[src/rtl/mcfr_pkg.sv]
// ----------------------------------------------------------------------------
// mcfr_pkg - shared types and constants of the marker frame receiver
// Request and result records, configuration record, header layout and the
// bytewise CRC-16/ARC update.
// ----------------------------------------------------------------------------
package mcfr_pkg;

  localparam int unsigned BUFFER_DEPTH = 512;
  localparam int unsigned HDR_LEN      = 10;
  localparam int unsigned MAX_RESULTS  = 64;

  localparam logic [7:0]  MARK_CHAR     = 8'h3E;
  localparam logic [15:0] CRC_POLY_REFL = 16'hA001;

  // Register index codes of the configuration channel.
  localparam logic [0:0] CFG_OWN_SYS_ID = 1'b0;
  localparam logic [0:0] CFG_MAX_LEN    = 1'b1;

  // Byte positions inside the header, counted from the first marker byte.
  localparam int unsigned HDR_TOPIC  = 3;
  localparam int unsigned HDR_SYSID  = 4;
  localparam int unsigned HDR_LEN_HI = 6;
  localparam int unsigned HDR_LEN_LO = 7;
  localparam int unsigned HDR_CRC_HI = 8;
  localparam int unsigned HDR_CRC_LO = 9;

  typedef enum logic [2:0] {
    EV_GOOD      = 3'd0,
    EV_BAD_CRC   = 3'd1,
    EV_OWN_SYS   = 3'd2,
    EV_TOO_LONG  = 3'd3,
    EV_DATA_BYTE = 3'd4
  } ev_kind_e;

  typedef struct packed {
    logic       is_read;
    logic [7:0] rx_byte;
    logic [8:0] idx;
  } req_t;

  typedef struct packed {
    ev_kind_e   kind;
    logic [7:0] topic;
    logic [8:0] plen;
    logic [7:0] data;
    logic       last;
  } res_t;

  typedef struct packed {
    logic [7:0] own_id;
    logic [9:0] max_len;
  } cfg_t;

  // One byte through the reflected CRC-16/ARC register.
  function automatic logic [15:0] crc_byte(logic [15:0] crc, logic [7:0] b);
    logic [15:0] c;
    c = crc ^ {8'h00, b};
    for (int i = 0; i < 8; i++) begin
      if (c[0]) begin
        c = (c >> 1) ^ CRC_POLY_REFL;
      end else begin
        c = c >> 1;
      end
    end
    return c;
  endfunction

endpackage

[src/rtl/mcfr_front.sv]
// ----------------------------------------------------------------------------
// mcfr_front - request intake
// Two-entry queue that takes stream requests, decodes them into push or
// read-back requests and holds them until the engine is free.
// ----------------------------------------------------------------------------
module mcfr_front (
  input  logic          clk_i,
  input  logic          rst_ni,
  input  logic          in_valid_i,
  output logic          in_ready_o,
  input  logic          action_i,
  input  logic [7:0]    rx_byte_i,
  input  logic [8:0]    idx_i,
  output logic          req_valid_o,
  input  logic          req_ready_i,
  output mcfr_pkg::req_t req_o
);

  mcfr_pkg::req_t fifo_q [2];
  logic       wptr_q, wptr_d;
  logic       rptr_q, rptr_d;
  logic [1:0] cnt_q, cnt_d;
  logic       push, pop;

  assign in_ready_o  = (cnt_q != 2'd2);
  assign req_valid_o = (cnt_q != 2'd0);
  assign req_o       = fifo_q[rptr_q];
  assign push        = in_valid_i && in_ready_o;
  assign pop         = req_valid_o && req_ready_i;

  always_comb begin
    wptr_d = push ? ~wptr_q : wptr_q;
    rptr_d = pop ? ~rptr_q : rptr_q;
    cnt_d  = cnt_q + {1'b0, push} - {1'b0, pop};
  end

  always_ff @(posedge clk_i or negedge rst_ni) begin
    if (!rst_ni) begin
      wptr_q <= 1'b0;
      rptr_q <= 1'b0;
      cnt_q  <= 2'd0;
    end else begin
      wptr_q <= wptr_d;
      rptr_q <= rptr_d;
      cnt_q  <= cnt_d;
    end
  end

  always_ff @(posedge clk_i) begin
    if (push) begin
      fifo_q[wptr_q] <= '{is_read: action_i, rx_byte: rx_byte_i, idx: idx_i};
    end
  end

endmodule

[config.mk]
export PLATFORM = sky130hd
export DESIGN_NAME = mcfr_front
export DESIGN_NICKNAME = d
export VERILOG_FILES = /design/src/rtl/mcfr_pkg.sv /design/src/rtl/mcfr_front.sv
export SDC_FILE = /design/constraint.sdc
export NUM_CORES = 1
export LEC_CHECK = 0
export BUFFER_PORTS_ARGS = -buffer_cell sky130_fd_sc_hd__buf_2
export CORE_ASPECT_RATIO = 0.6
export CORE_MARGIN = 2
export CORE_UTILIZATION = 54
export CTS_CLUSTER_SIZE = 28
export DETAILED_ROUTE_END_ITERATION = 8
export PLACE_DENSITY = 0.82
export SETUP_SLACK_MARGIN = 0.02
export SLEW_MARGIN = 30
export SYNTH_ARGS = -nofsm -noshare
export SYNTH_HDL_FRONTEND = slang
export SYNTH_SLANG_ARGS = --single-unit
export TNS_END_PERCENT = 10
[constraint.sdc]
create_clock -name clk_i -period 4.33 [get_ports clk_i]
set_input_delay 0.6495 -clock clk_i [delete_from_list [all_inputs] [get_ports clk_i]]
set_output_delay 0.6495 -clock clk_i [all_outputs]
set_load 0.02 [all_outputs]
==> summary.txt <==
Run status
  – Status: finished clean

Critical path
  – WP data arrival: 1.55 ns
  – Peak fanout along the critical path: 19
  – RR Endpoint: cnt_q[1]
  – CP endpoint kind: output port
  – CP Class: flop to output port
  – Worst Reg-to-Reg Cells: 7
  – Startpoint types: flop
  – Worst EP required: 3.68 ns
  – Reg2Reg Setup Slack: 2.64 ns
  – Worst R2R Start: cnt_q[1]

Global route
  – GR Util All Layers: 0.1590
  – Met2 Use GR: 0.2364
  – First-pass GRT wire length: 3581 µm
  – Most used routing layer: met2
  – Gr ovfl total: 0
  – Number of global-route vias before repair: 813
  – Largest net degree at the start of global routing: 20
  – Met3 usage: 0.08036
  – Antenna violations before repair: 0
  – GR Layer Usage met1: 0.1994

Route
  – Post-route DRC: 0
  – Final wirelength: 2302 µm
  – Drt wl/cell: 15.14 µm
  – Routed vias: between 700 and 800
  – Post-DRT Antenna Nets: 0
  – Via-per-instance ratio: 5.000
  – DR pass1 iterations: 3
  – Starting DRT DRC Count: 60

Die
  – Starting Density: 0.5896
  – # rows: 14
  – Die area: 3307 µm²
  – Core area: 2610 µm²
  – Chip Height: 45.35 µm
  – Ports: 42
  – Die width: 72.92 µm

Timing
  – Min Tclk post-route: 2.199 ns
  – Final Hold Vio Count: 0
  – Final Cycle Share: 0.5078
  – Endpoints failing setup: 0
  – Fmax: 0.4548 GHz
  – Clock Skew: ~0.0096 ns
  – Slew Viols, Final: 0
  – RSZ-0062 raised after global routing: no
  – Worst-Margin Slew: 0.8641 ns
  – Setup TNS: 0 ns
  – Worst slew margin: 0.4239

Placed design
  – Placed inst area: 1764 µm²
  – DP HPWL: approximately 1600 µm
  – # port buffers: 41
  – GPL Wtd Cong: 0.6859

CTS
  – H-tree depth: 2
  – Clk Tree Root Cell: clkbuf_8
  – Max clock buf depth: 2
  – Cts repair resizes: 0
  – Setup bufs post-CTS: 0
  – Clock latency at the later pin of the worst-skew pair: 0.29 ns
  – CTS tree: built
  – CTS Buf Count: 5
  – Clk sinks: 40
  – Clock slew at reported path FFs: about 0.080 ns
  – Hold Buf Count CTS: 0

Layout
  – Final Cell Area: between 1500 and 2000 µm²
  – Nets: 143
  – Layout cell share with drive strength beyond 1: 0.5000
  – Antenna diodes: 0
  – Fill cell count: 173
  – Layout area overhead: 22.03%

Logic synthesis
  – #FFs+latches synth: 40
  – Syn Nets: 97
  – Yosys warns: 0
  – Seq/Total Area, Yosys: 0.7675
  – Post-synth top area cell: edfxtp_1
  – Post-synthesis cell count: 73
  – Syn Area/Cell: 21.08 µm²
  – Synth top area share: 0.7024
  – Number of library cell types mapped by synthesis: 15
  – Post-synthesis instance area: between 1500 and 2000 µm²
  – Synth area leaders: edfxtp_1 70%, mux2_4 8.8%, mux2_1 6.6%, dfrtp_1 6.5%, xnor2_1 1.7%

Power and ir drop
  – Power Density: about 710 nW/µm²
  – Worst VDD drop: ~0.55 mV
  – Leak: 0.7562 nW

Min path
  – Type of the tightest min-delay check: primary input to asynchronous set/reset pin

Job
  – Maximum capacitance violations: 0
[stage by stage]
step / hold slack [ns] / setup slack (ns) / instances / utilization / power [mW]
6_report: 0.1522 / 2.131 / 152 / 0.7196 / 1.326
3_5_place_dp: 0.4604 / 2.149 / 144 / 0.6759 / 1.051
2_1_floorplan: 0.3539 / 2.403 / 73 / - / 0.9282
3_3_place_gp: 0.4579 / 2.156 / 144 / 0.6759 / 1.036
5_1_grt: 0.1391 / 2.053 / 152 / 0.7196 / 1.402
4_1_cts: 0.1473 / 1.824 / 152 / 0.7172 / 1.341
[where the power goes]
part / switching, mW / internal [mW]
combinational: 0.237 / 0.194
clock: 0.117 / 0.171
sequential: 0.0719 / 0.534
total: 0.426 / 0.900
[worst max path at each step]
stage / from / endpoint / slack (ns) / cells after the start
finish: rptr_q / req_o[6] / 2.13 / 2
CTS: rptr_q / req_o[0] / 1.82 / 2
global route: rptr_q / req_o[0] / 2.05 / 2
detailed placement: rptr_q / req_o[0] / 2.15 / 2
floorplan: cnt_q[1] / fifo_q[0][0] / 2.40 / 3
global placement: rptr_q / req_o[0] / 2.16 / 2
[routing by layer]
layer  vias up  wire, µm  share of wire
li1        367         -              -
met1       356      1024           0.44
met2        32      1046           0.45
met3         5       191          0.083
met4         0        40          0.017
met5         -         0              0
[cells by family after synthesis]
logic type    after synthesis  synth area share
xor+xnor                    4           0.02277
fa+ha+maj                   2           0.01626
buf+inv                     3           0.01707
flops                      40            0.7675
mux                        18            0.1537
simple gates                6           0.02277
[sequential cells by signal (all words and copies together) (netlist names)]
register / cells
fifo_q: 36
wptr_q: 1
rptr_q: 1
cnt_q: 2
[critical path, cell delays in order, from the launching register on]
cell and delay (ns):
dfrtp_2 0.71, mux2_1 0.39, buf_2 0.16
[layout make-up]
class                      count  area, µm²  area share
clock buffer                   6      72.57     0.03864
clock inverter                 2      35.03     0.01865
inverter                       1      3.754    0.001999
multi-input combinational     30      339.1      0.1805
sequential                    40       1182      0.6296
tap                           32      40.04     0.02132
timing repair buffer          41      205.2      0.1093
[cells in the mapped netlist]
library cell  count
dfrtp_1           4
edfxtp_1         36
or2_1             1
mux2_4            9
nand2b_1          1
buf_6             2
nor2_1            1
xor2_1            1
and2_4            1
ha_1              2
mux2_1            9
xnor2_1           3
and3_1            1
inv_1             1
nand2_1           1
[cell usage in the layout (no fill, tap or decap)]
cell	n
or2_1	1
nand2b_1	1
xor2_1	1
nand2_1	1
and2_4	1
mux2_4	9
ha_1	2
nor2_4	1
clkbuf_8	5
xnor2_1	3
dfrtp_2	1
and3_1	1
buf_2	41
dfrtp_1	3
bufinv_16	1
inv_1	1
mux2_1	9
edfxtp_1	36
clkinv_2	1
clkbuf_1	1
Note: power is estimated with default switching activity, not from simulation.
